$ cat config.mk
export PLATFORM = sky130hd
export DESIGN_NAME = bb3_queue
export DESIGN_NICKNAME = d
export VERILOG_FILES = /design/src/bb3_pkg.sv /design/src/bb3_queue.sv
export SDC_FILE = /design/constraint.sdc
export NUM_CORES = 1
export LEC_CHECK = 0
export ABC_AREA = 1
export BUFFER_PORTS_ARGS = -buffer_cell sky130_fd_sc_hd__buf_2
export CAP_MARGIN = 20
export CORE_ASPECT_RATIO = 2
export CORE_MARGIN = 3
export CORE_UTILIZATION = 34
export CTS_BUF_LIST = sky130_fd_sc_hd__clkbuf_16
export DETAILED_ROUTE_END_ITERATION = 16
export HOLD_SLACK_MARGIN = 0.02
export PLACE_DENSITY = 0.58
export SYNTH_ARGS = -nofsm -noshare
export SYNTH_HDL_FRONTEND = slang
export SYNTH_SLANG_ARGS = --single-unit
$ cat constraint.sdc
create_clock -name clk -period 1.3 [get_ports clk]
set_input_delay 0.325 -clock clk [delete_from_list [all_inputs] [get_ports clk]]
set_output_delay 0.325 -clock clk [all_outputs]
set_load 0.01 [all_outputs]
$ cat src/bb3_pkg.sv
// Shared constants, command and register codes, and the reciprocal table
// for the 3x3 RGB box blur. No dependencies.
package bb3_pkg;

  // Field and counter widths fixed by the stream format.
  localparam int PIX_W = 24;
  localparam int ROW_W = 13;
  localparam int WIDTH_FIELD_W = 11;
  localparam int HEIGHT_W = 13;
  localparam int CFG_IDX_W = 1;
  localparam int CFG_DATA_W = 13;

  // Defaults and limits.
  localparam int DEFAULT_MAX_WIDTH = 1024;
  localparam int RESET_WIDTH = 640;
  localparam logic [HEIGHT_W-1:0] RESET_HEIGHT = 13'd480;
  localparam logic [HEIGHT_W-1:0] HEIGHT_LIMIT = 13'd4096;
  localparam int QUEUE_DEPTH = 4;

  // Command codes of an input word.
  localparam logic CMD_PIXEL = 1'b0;
  localparam logic CMD_FLUSH = 1'b1;

  // Register indexes.
  localparam logic [CFG_IDX_W-1:0] REG_IMAGE_WIDTH = 1'd0;
  localparam logic [CFG_IDX_W-1:0] REG_IMAGE_HEIGHT = 1'd1;

  // Mean arithmetic: sums of up to nine bytes, divided via a reciprocal.
  localparam int SUM_W = 12;
  localparam int CNT_W = 4;
  localparam int RECIP_SHIFT = 20;
  localparam int RECIP_W = 21;

  // Rounded-up reciprocal of a neighbor count, scaled by 2^RECIP_SHIFT.
  // The scale leaves the quotient exact for every sum below 4096.
  function automatic logic [RECIP_W-1:0] recip(input logic [CNT_W-1:0] cnt);
    logic [RECIP_W-1:0] m;
    unique case (cnt)
      4'd1:    m = 21'd1048576;
      4'd2:    m = 21'd524288;
      4'd3:    m = 21'd349526;
      4'd4:    m = 21'd262144;
      4'd6:    m = 21'd174763;
      4'd9:    m = 21'd116509;
      default: m = 21'd1048576;
    endcase
    return m;
  endfunction

endpackage

$ cat src/bb3_queue.sv
// Small first-in first-out queue of slot words between front and back.
// Depends on bb3_pkg only for the default depth.
module bb3_queue #(
  parameter int WIDTH = 8,
  parameter int DEPTH = bb3_pkg::QUEUE_DEPTH
) (
  input  logic             clk,
  input  logic             rst,
  input  logic             push,
  input  logic [WIDTH-1:0] push_data,
  output logic             full,
  input  logic             pop,
  output logic [WIDTH-1:0] pop_data,
  output logic             empty
);
  localparam int PtrW = (DEPTH > 1) ? $clog2(DEPTH) : 1;
  localparam int CntW = $clog2(DEPTH + 1);

  logic [WIDTH-1:0] slots [DEPTH];
  logic [PtrW-1:0]  wr_ptr;
  logic [PtrW-1:0]  rd_ptr;
  logic [CntW-1:0]  fill;

  assign full     = (fill == CntW'(DEPTH));
  assign empty    = (fill == '0);
  assign pop_data = slots[rd_ptr];

  // Storage is written at the tail only.
  always_ff @(posedge clk) begin
    if (push) begin
      slots[wr_ptr] <= push_data;
    end
  end

  // Pointers wrap at the depth; the fill count tracks occupancy.
  always_ff @(posedge clk) begin
    if (rst) begin
      wr_ptr <= '0;
      rd_ptr <= '0;
      fill   <= '0;
    end else begin
      if (push) begin
        wr_ptr <= (wr_ptr == PtrW'(DEPTH - 1)) ? '0 : wr_ptr + PtrW'(1);
      end
      if (pop) begin
        rd_ptr <= (rd_ptr == PtrW'(DEPTH - 1)) ? '0 : rd_ptr + PtrW'(1);
      end
      if (push && !pop) begin
        fill <= fill + CntW'(1);
      end else if (pop && !push) begin
        fill <= fill - CntW'(1);
      end
    end
  end
endmodule

-- Yosys cells after proc, flatten, opt, wreduce, memory -nomap -nowiden
Memory sizes are Yosys's and may differ from the RTL's. A register that Yosys moved wholly into a read port is not among the register bits.
Cells that the tools add are included.
- $add $sub $neg: 4
- equality and inequality tests: 3
- multiplexer cells: 8
- reductions and logical operators: 6
- operator list (cell ; number):
    $mux 2 ; 4
    $mux 3 ; 2
    $add 2x1->2 const B ; 2
    $eq 2x2->1 const B ; 2
    $add 3x1->3 const B ; 1
    $eq 3x3->1 const B ; 1
    $logic_not 3->1 ; 1
    $sub 3x1->3 const B ; 1
    $logic_and 1x1->1 ; 2
    $logic_not 1->1 ; 2
    $mux 1 ; 2
    $reduce_bool 2->1 ; 1
- flip-flop bits (word level): 7
- RAM bits: 32
- memories: 1
- memories (name ; depth ; width ; rd ports ; clocked after memory_dff ; write ports ; RTL line ; text):
    slots ; 4 ; 8 ; 1 ; 1 ; 1 ; bb3_queue.sv:19 ; logic [WIDTH-1:0] slots [DEPTH];

-- Logic depth before layout (Yosys ltp)
- depth in word-level cells: 4
- mapped depth: 10

-- Worst setup path after synthesis
No wires, ideal clock.
- kind: input -> register
- start point: input port pop
- end point: register fill[2]
- arrival time: 1.266 ns
- data required time: 1.190 ns
- slack: -0.076 ns
- stages: 10
- buffers on the path: 0
- cell sequence: inv_1 > ha_1 > inv_1 > fa_1 > inv_1 > nand2_1 > nand3_1 > nand2_1 > inv_1 > nor2_1
- cells in the longest elaborated chain, start to end: 3
- ends and longest elaborated chain (element ; RTL line ; text):
    from (decl) ; bb3_queue.sv:12 ; input logic pop,
    $logic_not 1->1 ; bb3_queue.sv:48 ; if (push && !pop) begin
    $logic_and 1x1->1 ; bb3_queue.sv:48 ;
    $mux 3 / $reduce_bool 2->1 (equally long branches) ; -- ;
    to (signal assigned) ; bb3_queue.sv:49 ; fill <= fill + CntW'(1);
    to (signal assigned) ; bb3_queue.sv:51 ; fill <= fill - CntW'(1);
    to (decl) ; bb3_queue.sv:22 ; logic [CntW-1:0] fill;
Several ways; a longest one is shown, not always the timed one.
A chain may end at the register's enable or synchronous reset.

==> reports/qor.yml <==
final_antenna_net_count: 0
switching_power_uw: 765.8
top_usage_layer: "met2"
synth_top_area_share_pct: 58.18
slew_violations: 0
place_congestion: 0.7004
tightest_slew_ps: 168.3
cellLeakagePower_nw: 0.9123
cts_hold_buf: 0
ctsHtreeMaxLevel: 2
syn_area_per_cell_sq_um: 12.23
drtIter0Drc: 35
skew_ps: 2.634
io-pin-count: 22
vias: 1155
grt_use_met1_pct: 12.33
slew-limit-headroom_pct: 88.76
insertion_delay_ps: 280
path_cells: "inv_4 > clkbuf_16 > nor2_2 > o22ai_1 > buf_2"
violations: "setup timing"
power_frac_seq_pct: 45.2
cap_violations: 0
chipWidth_microns: 55.28
cp-end-kind: "output port"
die_y_microns: 104.6
cts_root_buffer: "clkbuf_16"
cellInternalPower_mw: 2.640
final_core_util_pct: 48.25
rsz0062_at_grt: "yes"
wl_per_cell_microns: 15.32
area_delta_synth_final_pct: 35.61
grtUsageMet2_pct: 23.39
grt_use_total_pct: 12.51
yosysTopAreaCell: "edfxtp_1"
firstDrtPassIters: 4
first_global_vias: 1178
crit_path_max_fanout: 8
worstPathArrival_ps: 1200
ys_seq_area_share_pct: 69.09
dieArea_sq_um: 5780
synth_warnings: 0
grt_max_degree: 17
ys_types: 19
ys_seq_elements: 41
core_area_sq_um: 4642
clock-sinks: 41
finalWorstSetupSlack_ps: -226.6
io_buffer_count: 21
min_path_type: "in2reg"
clkSlewWorstSetupHoldPaths_ps: 60
overflow: 0
cts_tree: "built"
diodes: 0
fin_setup_tns_ps: -1689
grt_util_met3_pct: 2.967
ir_drop_uv: 857.0
status: "finished, violations left"
drc: 0
synthTopCellsByArea: "edfxtp_1 (58%), dfxtp_1 (11%), nor2_1 (5.0%), ha_1 (4.5%), o21ai_0 (4.5%)"
grt_first_pass_wirelength_microns: 5526
synthCells: 135
dpl.hpwl_microns: 2428
required_ps: 980
crit_slowest_cell: "dfxtp_4"
dp_slack_ps: -243.1
worstSetupPathType: "reg2out"
start_util_pct: 35.58
p_per_area_nw_per_um2: 1521
p_sw_share_pct: 22.49
critPathLaunchType: "flop"
clock_power_share_pct: 41.4
core.rowCount: 35
hold_viol: 0
finalCritPeriodShare_pct: 117.4
cts_made_buffers: 5
synth_area_sq_um: 1652
layout_min_cycle_time_ps: 1527
finalNetCount: 194
viasPerCell: 5.000
max_freq_ghz: 0.6551
slowest_delay_ps: 360
setup_viol: 8
finalPower_mw: 3.406
drive_gt1_share_pct: 39.77
wl_microns: 3539
antenna_found_initial: 0
cts_buffer_depth: 2
syn_nets: 154
combPwrFrac_pct: 13.4
## metal layers
layer	part of all wire [%]	routed length, microns
met1	35	1240
met2	60	2113
met3	3.0	105
met4	2.2	79
met5	0	0
## cell usage after synthesis
cell,n
nand2_1,8
o21ai_2,2
fa_1,1
nor2_2,2
nor3_1,4
nand3_1,1
dfxtp_1,9
nor2_1,22
edfxtp_1,32
inv_1,15
ha_1,6
inv_2,1
o21ai_0,15
xor2_1,1
o21ai_1,2
a21oi_1,3
buf_6,2
o22ai_1,8
nand4_1,1
## kinds of logic (layout without fill, tap and decap cells)
kind of cell	Yosys count	after routing	synth area share, %
flops	41	41	69.09
simple gates	38	38	9.470
compound gates	30	30	10.15
buf+inv	18	59	4.999
fa+ha+maj	7	7	5.758
xor+xnor	1	1	0.5304
## cell usage in the layout (no fill, tap or decap), drive strengths merged, types with 3 or more instances in the layout
cell type | Yosys | routed
buf | 2 | 34
edfxtp | 32 | 32
nor2 | 24 | 24
o21ai | 19 | 19
inv | 16 | 16
dfxtp | 9 | 9
o22ai | 8 | 8
clkbuf | 0 | 8
nand2 | 8 | 8
ha | 6 | 6
nor3 | 4 | 4
a21oi | 3 | 3
## layout make-up
class / count / area, sq um
multi-input cells: 76 / 483.0
clock buffers: 7 / 175.2
flip-flops and latches: 41 / 1150
fillers: 443 / 2402
clock inverters: 1 / 5.005
repair buffers: 35 / 287.8
inverters: 16 / 70.07
well taps: 55 / 68.82
## registers in the layout, summed over array words and instances, names as in the netlist, named ones only
signal  flops
wr_ptr      2
fill        3
slots      32
rd_ptr      2
## repair_timing
item,CTS,global route
gates cloned,1,1
setup buffers,0,1
pin swaps,3,8
setup endpoints to repair,10,11
gates resized for setup,21,18
## power groups by stage
stage | combinational (mW) | sequential [mW] | clock (mW)
after floorplan | 0.216 | 1.55 | 0
after global placement | 0.376 | 1.55 | 0
after detailed placement | 0.400 | 1.56 | 0
after CTS | 0.418 | 1.54 | 1.44
after global routing | 0.505 | 1.55 | 1.49
final | 0.455 | 1.54 | 1.41
## critical path: cells and delay by family (launching register included)
kind	cells	cell delay, ps
AOI/OAI and AO/OA	1	140
buffers and inverters	3	400
DFF	1	360
and+or+nand+nor	1	30
## metrics by stage
step,instance area [sq um],cells,hold WS (ps)
global route,2240,231,254.4
detailed placement,1941,220,531.2
floorplan,1657,135,397.4
CTS,2153,229,251.7
finish,2240,231,254.1
global placement,1941,220,505.4
## worst paths after layout
check | from | end | slack [ps] | cells past startpoint
worst min register to register | fill[1] | fill[1] | 540 | 2
worst min-delay path | rst | fill[0] | 250 | 2
worst max-delay path | flop | pop_data[0] | -230 | 5
worst max register to register | fill[0] | fill[2] | 90 | 6
(Power assumes the default switching activity.)
