<file path="config.mk">
export PLATFORM = sky130hd
export DESIGN_NAME = bb3_front_flat
export DESIGN_NICKNAME = d
export VERILOG_FILES = /design/src/bb3_pkg.sv /design/src/bb3_pix_if.sv /design/src/bb3_front.sv /design/src/flat_wrapper.sv
export SDC_FILE = /design/constraint.sdc
export NUM_CORES = 1
export LEC_CHECK = 0
export ABC_CLOCK_PERIOD_IN_PS = 4000
export CAP_MARGIN = 40
export CORE_MARGIN = 2
export CORE_UTILIZATION = 50
export CTS_CLUSTER_DIAMETER = 50
export DETAILED_ROUTE_END_ITERATION = 10
export DONT_BUFFER_PORTS = 1
export PLACE_DENSITY = 0.69
export SYNTH_ARGS = -nofsm -noshare
export SYNTH_HDL_FRONTEND = slang
export SYNTH_SLANG_ARGS = --single-unit
export TNS_END_PERCENT = 100
</file>
<file path="constraint.sdc">
create_clock -name clk -period 4 [get_ports clk]
set_input_delay 0.2 -clock clk [delete_from_list [all_inputs] [get_ports clk]]
set_output_delay 0.2 -clock clk [all_outputs]
set_load 0.01 [all_outputs]
</file>
<file path="src/bb3_pkg.sv">
// Shared constants, command and register codes, and the reciprocal table
// for the 3x3 RGB box blur. No dependencies.
package bb3_pkg;

  // Field and counter widths fixed by the stream format.
  localparam int PIX_W = 24;
  localparam int ROW_W = 13;
  localparam int WIDTH_FIELD_W = 11;
  localparam int HEIGHT_W = 13;
  localparam int CFG_IDX_W = 1;
  localparam int CFG_DATA_W = 13;

  // Defaults and limits.
  localparam int DEFAULT_MAX_WIDTH = 1024;
  localparam int RESET_WIDTH = 640;
  localparam logic [HEIGHT_W-1:0] RESET_HEIGHT = 13'd480;
  localparam logic [HEIGHT_W-1:0] HEIGHT_LIMIT = 13'd4096;
  localparam int QUEUE_DEPTH = 4;

  // Command codes of an input word.
  localparam logic CMD_PIXEL = 1'b0;
  localparam logic CMD_FLUSH = 1'b1;

  // Register indexes.
  localparam logic [CFG_IDX_W-1:0] REG_IMAGE_WIDTH = 1'd0;
  localparam logic [CFG_IDX_W-1:0] REG_IMAGE_HEIGHT = 1'd1;

  // Mean arithmetic: sums of up to nine bytes, divided via a reciprocal.
  localparam int SUM_W = 12;
  localparam int CNT_W = 4;
  localparam int RECIP_SHIFT = 20;
  localparam int RECIP_W = 21;

  // Rounded-up reciprocal of a neighbor count, scaled by 2^RECIP_SHIFT.
  // The scale leaves the quotient exact for every sum below 4096.
  function automatic logic [RECIP_W-1:0] recip(input logic [CNT_W-1:0] cnt);
    logic [RECIP_W-1:0] m;
    unique case (cnt)
      4'd1:    m = 21'd1048576;
      4'd2:    m = 21'd524288;
      4'd3:    m = 21'd349526;
      4'd4:    m = 21'd262144;
      4'd6:    m = 21'd174763;
      4'd9:    m = 21'd116509;
      default: m = 21'd1048576;
    endcase
    return m;
  endfunction

endpackage

</file>
<file path="src/bb3_pix_if.sv">
// Input channel of the box blur: pixel or flush words.
// Depends on nothing.
interface bb3_pix_if;
  logic       valid;
  logic       ready;
  logic       command;
  logic [7:0] red;
  logic [7:0] green;
  logic [7:0] blue;

  modport source(output valid, command, red, green, blue, input ready);
  modport sink(input valid, command, red, green, blue, output ready);
endinterface

</file>
<file path="src/bb3_front.sv">
// Front end of the box blur: accepts words, tracks the raster position and
// turns pixels and flushes into slots for the back end. Depends on bb3_pkg.
module bb3_front #(
  parameter int MAX_WIDTH = bb3_pkg::DEFAULT_MAX_WIDTH
) (
  input  logic clk,
  input  logic rst,
  bb3_pix_if.sink pix,
  input  logic restart,
  input  logic [$clog2(MAX_WIDTH+1)-1:0] image_width,
  input  logic [bb3_pkg::HEIGHT_W-1:0] image_height,
  input  logic q_full,
  output logic push,
  output logic [bb3_pkg::PIX_W+$clog2(MAX_WIDTH)+bb3_pkg::ROW_W-1:0] push_data
);
  localparam int ColW = $clog2(MAX_WIDTH);
  localparam int WB = $clog2(MAX_WIDTH + 1);
  localparam int RowW = bb3_pkg::ROW_W;

  logic [ColW-1:0] col, col_next, pos_col;
  logic [RowW-1:0] row, row_next, pos_row;
  logic follow, follow_next;
  logic drain, accept, slot_go, at_eof;
  logic [bb3_pkg::PIX_W-1:0] slot_pix;
  logic [WB-1:0] col_inc;

  // A flush at the first column of a one-row frame's drain row releases
  // nothing by itself, so a second drain slot follows it.
  assign pix.ready = !q_full && !follow;
  assign accept    = pix.valid && pix.ready;
  assign drain     = (row >= image_height);

  // Slot selection and position advance.
  always_comb begin
    slot_go     = 1'b0;
    pos_col     = col;
    pos_row     = row;
    slot_pix    = '0;
    follow_next = follow;
    priority if (follow) begin
      slot_go = !q_full;
      if (!q_full) begin
        follow_next = 1'b0;
      end
    end else if (accept && pix.command == bb3_pkg::CMD_PIXEL) begin
      slot_go  = 1'b1;
      slot_pix = {pix.red, pix.green, pix.blue};
      if (drain) begin
        pos_col = '0;
        pos_row = '0;
      end
    end else if (accept && drain) begin
      slot_go = 1'b1;
      if (col == '0 && row < RowW'(2)) begin
        follow_next = 1'b1;
      end
    end else begin
      slot_go = 1'b0;
    end

    at_eof   = (pos_col == '0) && (pos_row == image_height + RowW'(1));
    col_inc  = WB'(pos_col) + WB'(1);
    col_next = col;
    row_next = row;
    if (slot_go) begin
      if (at_eof) begin
        col_next = '0;
        row_next = '0;
      end else if (col_inc == image_width) begin
        col_next = '0;
        row_next = pos_row + RowW'(1);
      end else begin
        col_next = pos_col + ColW'(1);
        row_next = pos_row;
      end
    end
  end

  assign push      = slot_go;
  assign push_data = {slot_pix, pos_col, pos_row};

  // Position registers; a register write returns to the start of a frame.
  always_ff @(posedge clk) begin
    if (rst || restart) begin
      col    <= '0;
      row    <= '0;
      follow <= 1'b0;
    end else begin
      col    <= col_next;
      row    <= row_next;
      follow <= follow_next;
    end
  end
endmodule

</file>
<file path="src/flat_wrapper.sv">
// flat-port wrapper written by rule: the top's interface ports become plain ports
module bb3_front_flat 
#(
  parameter int MAX_WIDTH = bb3_pkg::DEFAULT_MAX_WIDTH
)
  (clk, rst, restart, image_width, image_height, q_full, push, push_data, pix_valid, pix_command, pix_red, pix_green, pix_blue, pix_ready);
  bb3_pix_if pix_i ();
  input  logic clk;
  input  logic rst;
  input  logic restart;
  input  logic [$clog2(MAX_WIDTH+1)-1:0] image_width;
  input  logic [bb3_pkg::HEIGHT_W-1:0] image_height;
  input  logic q_full;
  output logic push;
  output logic [bb3_pkg::PIX_W+$clog2(MAX_WIDTH)+bb3_pkg::ROW_W-1:0] push_data;
  input wire logic [$bits(pix_i.valid)-1:0] pix_valid;
  input wire logic [$bits(pix_i.command)-1:0] pix_command;
  input wire logic [$bits(pix_i.red)-1:0] pix_red;
  input wire logic [$bits(pix_i.green)-1:0] pix_green;
  input wire logic [$bits(pix_i.blue)-1:0] pix_blue;
  output wire logic [$bits(pix_i.ready)-1:0] pix_ready;
  assign pix_i.valid = pix_valid;
  assign pix_i.command = pix_command;
  assign pix_i.red = pix_red;
  assign pix_i.green = pix_green;
  assign pix_i.blue = pix_blue;
  assign pix_ready = pix_i.ready;
  bb3_front #(.MAX_WIDTH(MAX_WIDTH)) u_core (.clk(clk), .rst(rst), .pix(pix_i), .restart(restart), .image_width(image_width), .image_height(image_height), .q_full(q_full), .push(push), .push_data(push_data));
endmodule
</file>
# Yosys cells after proc, flatten, opt, wreduce, memory -nomap -nowiden
# Index checks and enable logic that the tools add are counted.
[totals]
register_bits = 24
out_inout_bits = 49
word_cells = 43
[op_classes]
add_sub_neg = 4
n_lt_le_gt_ge = 2
eq_ne = 2
mux = 20
bitwise_logic = 1
n_reduce_logical = 11
[op_table]
columns = ["cell", "count"]
rows = [
  ["$mux W13", 5],
  ["$mux W10", 5],
  ["$mux W24", 2],
  ["$add A13 B1 Y13 const B", 2],
  ["$logic_not A10 Y1", 2],
  ["$eq A13 B13 Y1", 1],
  ["$ge A13 B13 Y1", 1],
  ["$lt A13 B2 Y1 const B", 1],
  ["$add A10 B1 Y11 const B", 1],
  ["$eq A11 B11 Y1", 1],
  ["$add A10 B1 Y10 const B", 1],
  ["$mux W1", 8],
  ["$logic_and A1 B1 Y1", 6],
  ["$logic_not A1 Y1", 2],
  ["$logic_or A1 B1 Y1", 1],
  ["$not A1 Y1", 1],
]

# Depth between registers and ports, before layout
# Gate-level depths: netlist of run 1.
[depth]
word_depth = 10
ltp_mapped = 23

# Worst setup path after synthesis of run 1
# No wires, ideal clock.
[synth_timing]
path_type = "register to register"
startpoint = "reg u_core.row[0]"
endpoint = "reg u_core.row[8]"
t_arrival_ns = 4.131
required_ns = 3.874
setup_slack_ns = -0.257
stages_incl_launch_ff = 23
path_buffers = 2
synth_period_minus_slack_ns = 4.257
cell_sequence = "dfxtp_1 inv_1 ha_1 nor2b_1 o21ai_0 a31oi_1 or3_1 clkbuf_1 and2_1 nand2_1 inv_1 ha_1 xnor2_1 nor2_1 a2111oi_0 o211ai_1 a211oi_1 nand4_1 nor2_1 buf_2 nand4_1 o221ai_1 o31ai_1"
[synth_between]
elab_chain_len = 8
elab_cells_between_ends = 19
[synth_lines]
columns = ["element", "line", "rtl"]
rows = [
  ["start: declaration", "bb3_front.sv:21", "logic [RowW-1:0] row, row_next, pos_row;"],
  ["start signal: assignment", "bb3_front.sv:90", "row <= row_next;"],
  ["$ge A13 B13 Y1 *", "bb3_front.sv:31", "assign drain = (row >= image_height);"],
  ["$mux W10 *", "bb3_front.sv:48", "if (drain) begin"],
  ["$mux W10 *", "bb3_front.sv:45", "end else if (accept && pix.command == bb3_pkg::CMD_PIXEL) begin"],
  ["$mux W10 *", "bb3_front.sv:40", "priority if (follow) begin"],
  ["named net push_data, one bit", "flat_wrapper.sv:15", "output logic [bb3_pkg::PIX_W+$clog2(MAX_WIDTH)+bb3_pkg::ROW_W-1:0] push_data;"],
  ["$add A10 B1 Y11", "bb3_front.sv:62", "col_inc = WB'(pos_col) + WB'(1);"],
  ["$eq A11 B11 Y1", "bb3_front.sv:69", "end else if (col_inc == image_width) begin"],
  ["$mux W13", "bb3_front.sv:69", ""],
  ["$mux W13 *", "bb3_front.sv:66", "if (at_eof) begin"],
]
# The timed path passes the listed nets; every way through them passes the cells marked *.
# A chain may end at the register's enable or synchronous reset.

# Worst setup path in the final report of run 1
[layout_timing]
startpoint = "reg u_core.row[8]"
endpoint = "reg u_core.row[11]"
[layout_between]
elab_chain_len = 8
elab_cells_between_ends = 19
[layout_lines]
columns = ["element", "line"]
rows = [
  ["$ge A13 B13 Y1", "bb3_front.sv:31"],
  ["$mux W10", "bb3_front.sv:48"],
  ["$mux W10", "bb3_front.sv:45"],
  ["$mux W10", "bb3_front.sv:40"],
  ["$add A10 B1 Y11", "bb3_front.sv:62"],
  ["$eq A11 B11 Y1", "bb3_front.sv:69"],
  ["$mux W13", "bb3_front.sv:69"],
  ["$mux W13", "bb3_front.sv:66"],
]
# Several ways; a longest one is shown, not always the timed one.

==> out/qor.csv, run 1 <==
stage,metric,value,unit
timing,finalHoldViolCount,0,
cts,clock_path_buffers,2,
synthesis,synth_top_area_share,16.89,%
cts,ctsHoldBuffers,0,
synthesis,synth_cell_types,65,
critical_path,critPathLaunch,u_core.row[8]$_SDFFE_PP0P_,
route,drt_iter0_drc,283,
cells_and_area,diodes,0,
placed_design,dp_hpwl,7.356,mm
route,drcViolationCount,0,
power_and_ir_drop,power,0.5303,mW
cts,clk_pin_slew_worst_paths,0.10,ns
critical_path,crit_path_end_kind,flip-flop,
critical_path,slowest_stage,or4_1,
cells_and_area,ff_latch_area,484.2,µm²
synthesis,syn_area,2845,µm²
cts,cts_made_buffers,3,
timing,fin_ws,-0.1122,ns
critical_path,worst-path-max-fanout,6,
timing,rsz0062_at_grt,yes,
floorplan,die_h,79.44,µm
critical_path,cp-start-kind,flip-flop,
placed_design,post-place-ws,-0.1847,ns
outcome,status,"finished, violations left",
route,first_pass_iters,5,
route,routedWlPerCell,19.82,µm
synthesis,async_flop_share,0,%
route,vias,3308,
cts,cts_tree,yes,
floorplan,ios,103,
timing,whs,0.07135,ns
critical_path,cp_slowest_stage_delay,0.55,ns
cells_and_area,area_growth,27.40,%
floorplan,initial_utilization,51.67,%
floorplan,die_w,79.44,µm
synthesis,synth.area.top_cells,"dfxtp_1 (17%), ha_1 (7.5%), xnor2_1 (7.1%)",
cells_and_area,fin_nets,511,
route,wl,10.13,mm
synthesis,synth_top_area_cell,dfxtp_1,
route,vias_per_cell,6.474,
cells_and_area,layout_common_cells,"buf_4 (50), nand2_1 (32), and2_1 (27)",
synthesis,ys_seq_elements,24,
floorplan,die_area,6310,µm²
cells_and_area,drive_gt1_share,27.56,%
run,maxCapViolCount,0,
synthesis,synth.avg_cell_area,7.149,µm²
grt,grt_pass1_vias,2895,
grt,grt_max_degree,25,
critical_path,crit_required,4.17,ns
power_and_ir_drop,ir_worst_vdd,0.1159,mV
min_path,hold_start,q_full,
timing,tightest_slew,0.5016,ns
critical_path,worstPathArrival,4.28,ns
timing,setup_viol,20,
cts,cts_sinks,24,
cells_and_area,layout_commonest_cell,buf_4,
cts,cts_root_buffer,clkbuf_8,
grt,grt_pass1_wl,14.83,mm
cts,worstSkewPairLatency,0.27,ns
grt,grt-ovfl-total,0,
timing,post-route-period-util,102.8,%
synthesis,synth_nets,469,
grt,antenna_found_initial,0,
synthesis,syn_inst,398,
timing,max_slew_margin,66.25,%
critical_path,path_class,reg2reg,
placed_design,gp_congestion,0.9543,
outcome,failed_checks,setup timing,
synthesis,synth_edf_count,0,
floorplan,num_rows,27,
critical_path,regToRegStartpoint,u_core.row[8]$_SDFFE_PP0P_,
floorplan,core_area,5507,µm²
timing,fmax,243.2,MHz
placed_design,numPortBuffers,0,
cts,ctsHtreeMaxLevel,1,
min_path,worstHoldPathType,in2reg,
synthesis,synthFlopType,dfxtp_1,
cells_and_area,multi_input_area,2445,µm²
cells_and_area,nFillCells,476,
power_and_ir_drop,p_leak,1.497,nW
grt,grt_usage,29.77,%
timing,fin_setup_tns,-1.304,ns
power_and_ir_drop,p_per_area,146.3,nW/µm²
route,ant_nets,0,
synthesis,synth_warnings,0,
timing,slew_viol_final,0,
synthesis,ys_seq_area_share,16.89,%
timing,finalCriticalPeriod,4.112,ns
critical_path,rrSetupSlack,-0.11,ns
timing,skew,0.01196,ns
critical_path,path_cells,ha_4 -> nand2_1 -> nor2_2 -> nand2_1 -> or3_4 -> and2_4 -> nand2_4 -> ha_4 -> inv_2 -> a211oi_2 -> o221a_2 -> o221ai_2 -> or4_1 -> a311o_1 -> o31ai_4 -> buf_6 -> nor2_4 -> a21o_1 -> a22o_1,
==> flip-flops by register name, indices dropped and copies added (netlist names) <==
name and count:
u_core.follow 1, u_core.col 10, u_core.row 13
==> worst paths after layout <==
check / endpoint / cells past startpoint
worst max-delay path: u_core.row[11]$_SDFFE_PP0P_ / 19
worst min-delay path: u_core.follow$_SDFF_PP0_ / 2
worst max register to register: u_core.row[11]$_SDFFE_PP0P_ / 19
worst min register to register: u_core.col[9]$_SDFFE_PP0P_ / 1
==> cell families after synthesis <==
group                    synth area share (%)
AND/OR/NAND/NOR                         35.62
adder cells (fa/ha/maj)                 7.476
XOR/XNOR                                9.982
buffers and inverters                   7.080
multiplexers                            1.099
AO/OA/AOI/OAI                           21.86
flip-flops                              16.89
==> final cells by class <==
type / count / area share (%)
clock buffers: 4 / 1.519
multi-input cells: 327 / 67.45
repair buffers: 56 / 12.22
well taps: 72 / 2.485
flip-flops and latches: 24 / 13.36
inverters: 28 / 2.969
==> layer usage <==
metal / global-route usage (%) / vias up / wire, µm
li1: - / 1538 / -
met5: 0 / - / 0
met1: 42.07 / 1539 / 4202
met2: 47.14 / 211 / 4730
met4: 6.034 / 0 / 185
met3: 5.656 / 20 / 1007
==> metrics by stage <==
stage	cell area (µm²)	cells	util (%)
after floorplan	2877	398	-
after global placement	3188	493	57.90
after detailed placement	3188	493	57.90
after CTS	3332	503	60.51
after global routing	3625	511	65.83
final	3625	511	65.83
==> critical path: cells and delay by family (launching register included) <==
family	cells	cell delay [ns]
DFF	1	0.38
buffers and inverters	2	0.20
AOI/OAI and AO/OA	7	1.45
and+or+nand+nor	8	1.53
adders and majority gates	2	0.43
==> cells in the mapped netlist (all sizes together), types with 2 or more instances <==
library cell / count
nand2: 37
nor2: 29
and2: 28
inv: 28
dfxtp: 24
xnor2: 24
and3: 18
nand3: 18
a21oi: 17
ha: 17
clkbuf: 15
nor3: 15
o21ai: 15
nand4: 14
nor4: 8
a31oi: 6
buf: 6
o31ai: 6
or3: 6
a211oi: 5
xor2: 5
a22o: 4
o221ai: 4
a21o: 3
nor2b: 3
o22ai: 3
or4: 3
a2bb2oi: 2
a32o: 2
a32oi: 2
and4: 2
mux2i: 2
nand2b: 2
nand3b: 2
o221a: 2
o32ai: 2
==> where the power goes <==
part,internal (mW),switching [mW]
clock network,0.0880,0.0843
logic,0.0490,0.0676
registers,0.240,0.00156
total,0.377,0.153
==> timing repair <==
action | 4_1_cts | 5_1_grt
setup endpoints to repair | 20 | 23
cloned | 2 | 0
resized for setup | 11 | 57
buffers inserted | 4 | 8
pin swaps | 8 | 32
No activity file was read; power rests on OpenSTA's default activity.
==> run 2, diff against run 1 <==
CORE_UTILIZATION = 59   (was 50)
PLACE_DENSITY = 0.79   (was 0.69)
==> run 2 against run 1 <==
- the flow still finishes with violations (setup timing)
- maximum frequency decreased by 1.7%
- critical endpoint unchanged
- total power is 11% higher
- largest cell class unchanged
- global-route usage up 3.9 points
- cell area down 3.3%
==> out/qor.csv, run 2 (synthesis gave the netlist of run 1 again) <==
stage,metric,value,unit,change
route,vias,3388,,"was 3,308"
grt,antenna_found_initial,0,,unchanged
timing,max_slew_margin,57.58,%,was 66.25%
power_and_ir_drop,ir_worst_vdd,0.1409,mV,was 0.1159 mV
power_and_ir_drop,power,0.5861,mW,was 0.5303 mW
route,ant_nets,0,,unchanged
cells_and_area,layout_common_cells,"buf_4 (51), nand2_1 (32), and2_1 (27)",,"was buf_4 (50), nand2_1 (32), and2_1 (27)"
cells_and_area,fin_nets,508,,was 511
cts,worstSkewPairLatency,0.29,ns,was 0.27 ns
floorplan,die_w,73.45,µm,was 79.44 µm
critical_path,path_class,reg2reg,,unchanged
cells_and_area,stdcell_count,490,,was 511
route,drcViolationCount,0,,unchanged
placed_design,numPortBuffers,0,,unchanged
cts,cts_sinks,24,,unchanged
power_and_ir_drop,p_leak,1.484,nW,was 1.497 nW
timing,setup_viol,21,,was 20
placed_design,post-place-ws,-0.1455,ns,was -0.1847 ns
timing,post-route-period-util,104.6,%,was 102.8%
timing,fmax,239.1,MHz,was 243.2 MHz
route,first_pass_iters,5,,unchanged
cells_and_area,max_flop_register,u_core.row,,unchanged
floorplan,die_area,5394,µm²,was 6310 µm²
cts,cts_made_buffers,3,,unchanged
critical_path,regToRegStartpoint,u_core.row[2]$_SDFFE_PP0P_,,was u_core.row[8]$_SDFFE_PP0P_
timing,tightest_slew,0.6305,ns,was 0.5016 ns
grt,grt-ovfl-total,0,,unchanged
power_and_ir_drop,p_per_area,167.3,nW/µm²,was 146.3 nW/µm²
cts,cts_tree,yes,,unchanged
critical_path,crit_path_end_kind,flip-flop,,unchanged
cts,clock_path_buffers,2,,unchanged
timing,rsz0062_at_grt,yes,,unchanged
route,wl,10.03,mm,was 10.13 mm
cells_and_area,drive_gt1_share,24.08,%,was 27.56%
floorplan,die_h,73.45,µm,was 79.44 µm
timing,skew,0.02000,ns,was 0.01196 ns
cts,clk_pin_slew_worst_paths,0.11,ns,was 0.10 ns
critical_path,cp-start-kind,flip-flop,,unchanged
cts,cts_root_buffer,clkbuf_8,,unchanged
placed_design,gp_congestion,0.9296,,was 0.9543
grt,grt_pass1_wl,14.23,mm,was 14.83 mm
cells_and_area,multi_input_area,2369,µm²,was 2445 µm²
floorplan,num_rows,25,,was 27
cells_and_area,ff_latch_area,485.5,µm²,was 484.2 µm²
outcome,failed_checks,setup timing,,unchanged
floorplan,core_area,4692,µm²,was 5507 µm²
min_path,hold_start,q_full,,unchanged
critical_path,worst-path-max-fanout,5,,was 6
placed_design,dp_hpwl,7.249,mm,was 7.356 mm
outcome,status,"finished, violations left",,unchanged
timing,finalHoldViolCount,0,,unchanged
cells_and_area,area_growth,23.13,%,was 27.40%
critical_path,crit_required,4.19,ns,was 4.17 ns
timing,slew_viol_final,0,,unchanged
grt,grt_usage,33.65,%,was 29.77%
placed_design,dp_cells,478,,was 493
cells_and_area,nFillCells,361,,was 476
cells_and_area,diodes,0,,unchanged
floorplan,ios,103,,unchanged
cells_and_area,top_regs,"u_core.row (13), u_core.col (10), u_core.follow (1)",,unchanged
route,vias_per_cell,6.914,,was 6.474
critical_path,critPathLaunch,u_core.row[2]$_SDFFE_PP0P_,,was u_core.row[8]$_SDFFE_PP0P_
grt,grt_max_degree,25,,unchanged
cells_and_area,largest_register_ff_count,13,,unchanged
route,drt_iter0_drc,409,,was 283
timing,fin_ws,-0.1828,ns,was -0.1122 ns
cells_and_area,layout_commonest_cell,buf_4,,unchanged
route,routedWlPerCell,20.47,µm,was 19.82 µm
cts,ctsHtreeMaxLevel,1,,unchanged
timing,fin_setup_tns,-2.389,ns,was -1.304 ns
min_path,worstHoldPathType,in2reg,,unchanged
floorplan,initial_utilization,60.64,%,was 51.67%
critical_path,worstPathArrival,4.38,ns,was 4.28 ns
run,maxCapViolCount,0,,unchanged
grt,grt_pass1_vias,2958,,"was 2,895"
timing,finalCriticalPeriod,4.183,ns,was 4.112 ns
-- run 2: cell count changes in the layout (fill, tap and decap cells not counted), moves of 2 or more --
cell | before | now
buf_6 | 6 | 2
inv_1 | 24 | 26
o21ai_2 | 3 | 1
o21ai_0 | 5 | 7
a21oi_1 | 12 | 15
a21oi_2 | 5 | 2
-- run 2: stage by stage --
| step | hold slack (ns) | area [µm²] | utilization, % |
|---|---|---|---|
| global route | 0.08087 | 3503 | 74.67 |
| CTS | 0.06812 | 3322 | 70.80 |
| finish | 0.05887 | 3503 | 74.67 |
| global placement | 0.3579 | 3188 | 67.95 |
| detailed placement | 0.3630 | 3188 | 67.95 |
| floorplan | 0.3447 | 2877 | - |
-- run 2: per-layer routing --
layer	routed length, µm	track usage [%]	vias up	part of all wire, %
li1	-	-	1534	-
met5	0	0	-	0
met1	3948	45.01	1548	39
met2	4636	55.46	269	46
met3	1148	5.624	37	11
met4	297	9.899	0	3.0
-- run 2: cell type report --
type                            instances  share of cell area, %
Tap cell                               54                  1.929
Sequential cell                        24                  13.86
Clock buffer                            3                  1.179
Clock inverter                          1                 0.8571
Multi-Input combinational cell        327                  67.61
Timing Repair Buffer                   53                  11.57
Inverter                               28                  3.000
-- run 2: repair_timing --
action,in CTS,in global routing
hold endpoints to repair,0,0
setup endpoints to repair,19,23
resized for setup,13,34
hold buffers,0,0
pin swaps,8,23
gates cloned,1,1
buffers inserted,1,5
-- run 2: power breakdown --
part | switching, mW | internal (mW) | leakage, nW
registers | 0.00178 | 0.240 | 0.195
clock network | 0.0922 | 0.134 | 0.0357
logic | 0.0679 | 0.0498 | 1.25
-- run 2: final timing paths --
kind	slack, ns	cells past startpoint	endpoint
setup reg to reg	-0.18	19	u_core.row[11]$_SDFFE_PP0P_
hold / removal	0.06	2	u_core.follow$_SDFF_PP0_
hold reg to reg	0.58	2	u_core.col[4]$_SDFFE_PP0P_
setup / recovery	-0.18	19	u_core.row[11]$_SDFFE_PP0P_
-- run 2: worst max-delay path: stages (launching register included) --
cell      delay (ns)
dfxtp_1         0.37
ha_4            0.29
nand2_1         0.05
o21ai_2         0.12
a31oi_2         0.14
or3_4           0.41
and2_4          0.17
nand2_4         0.08
ha_4            0.13
inv_2           0.04
a211oi_2        0.15
o221a_2         0.22
o221ai_2        0.08
or4_1           0.54
a311o_1         0.40
o31ai_4         0.31
buf_6           0.16
nor2_4          0.06
a21o_1          0.18
a22o_1          0.19
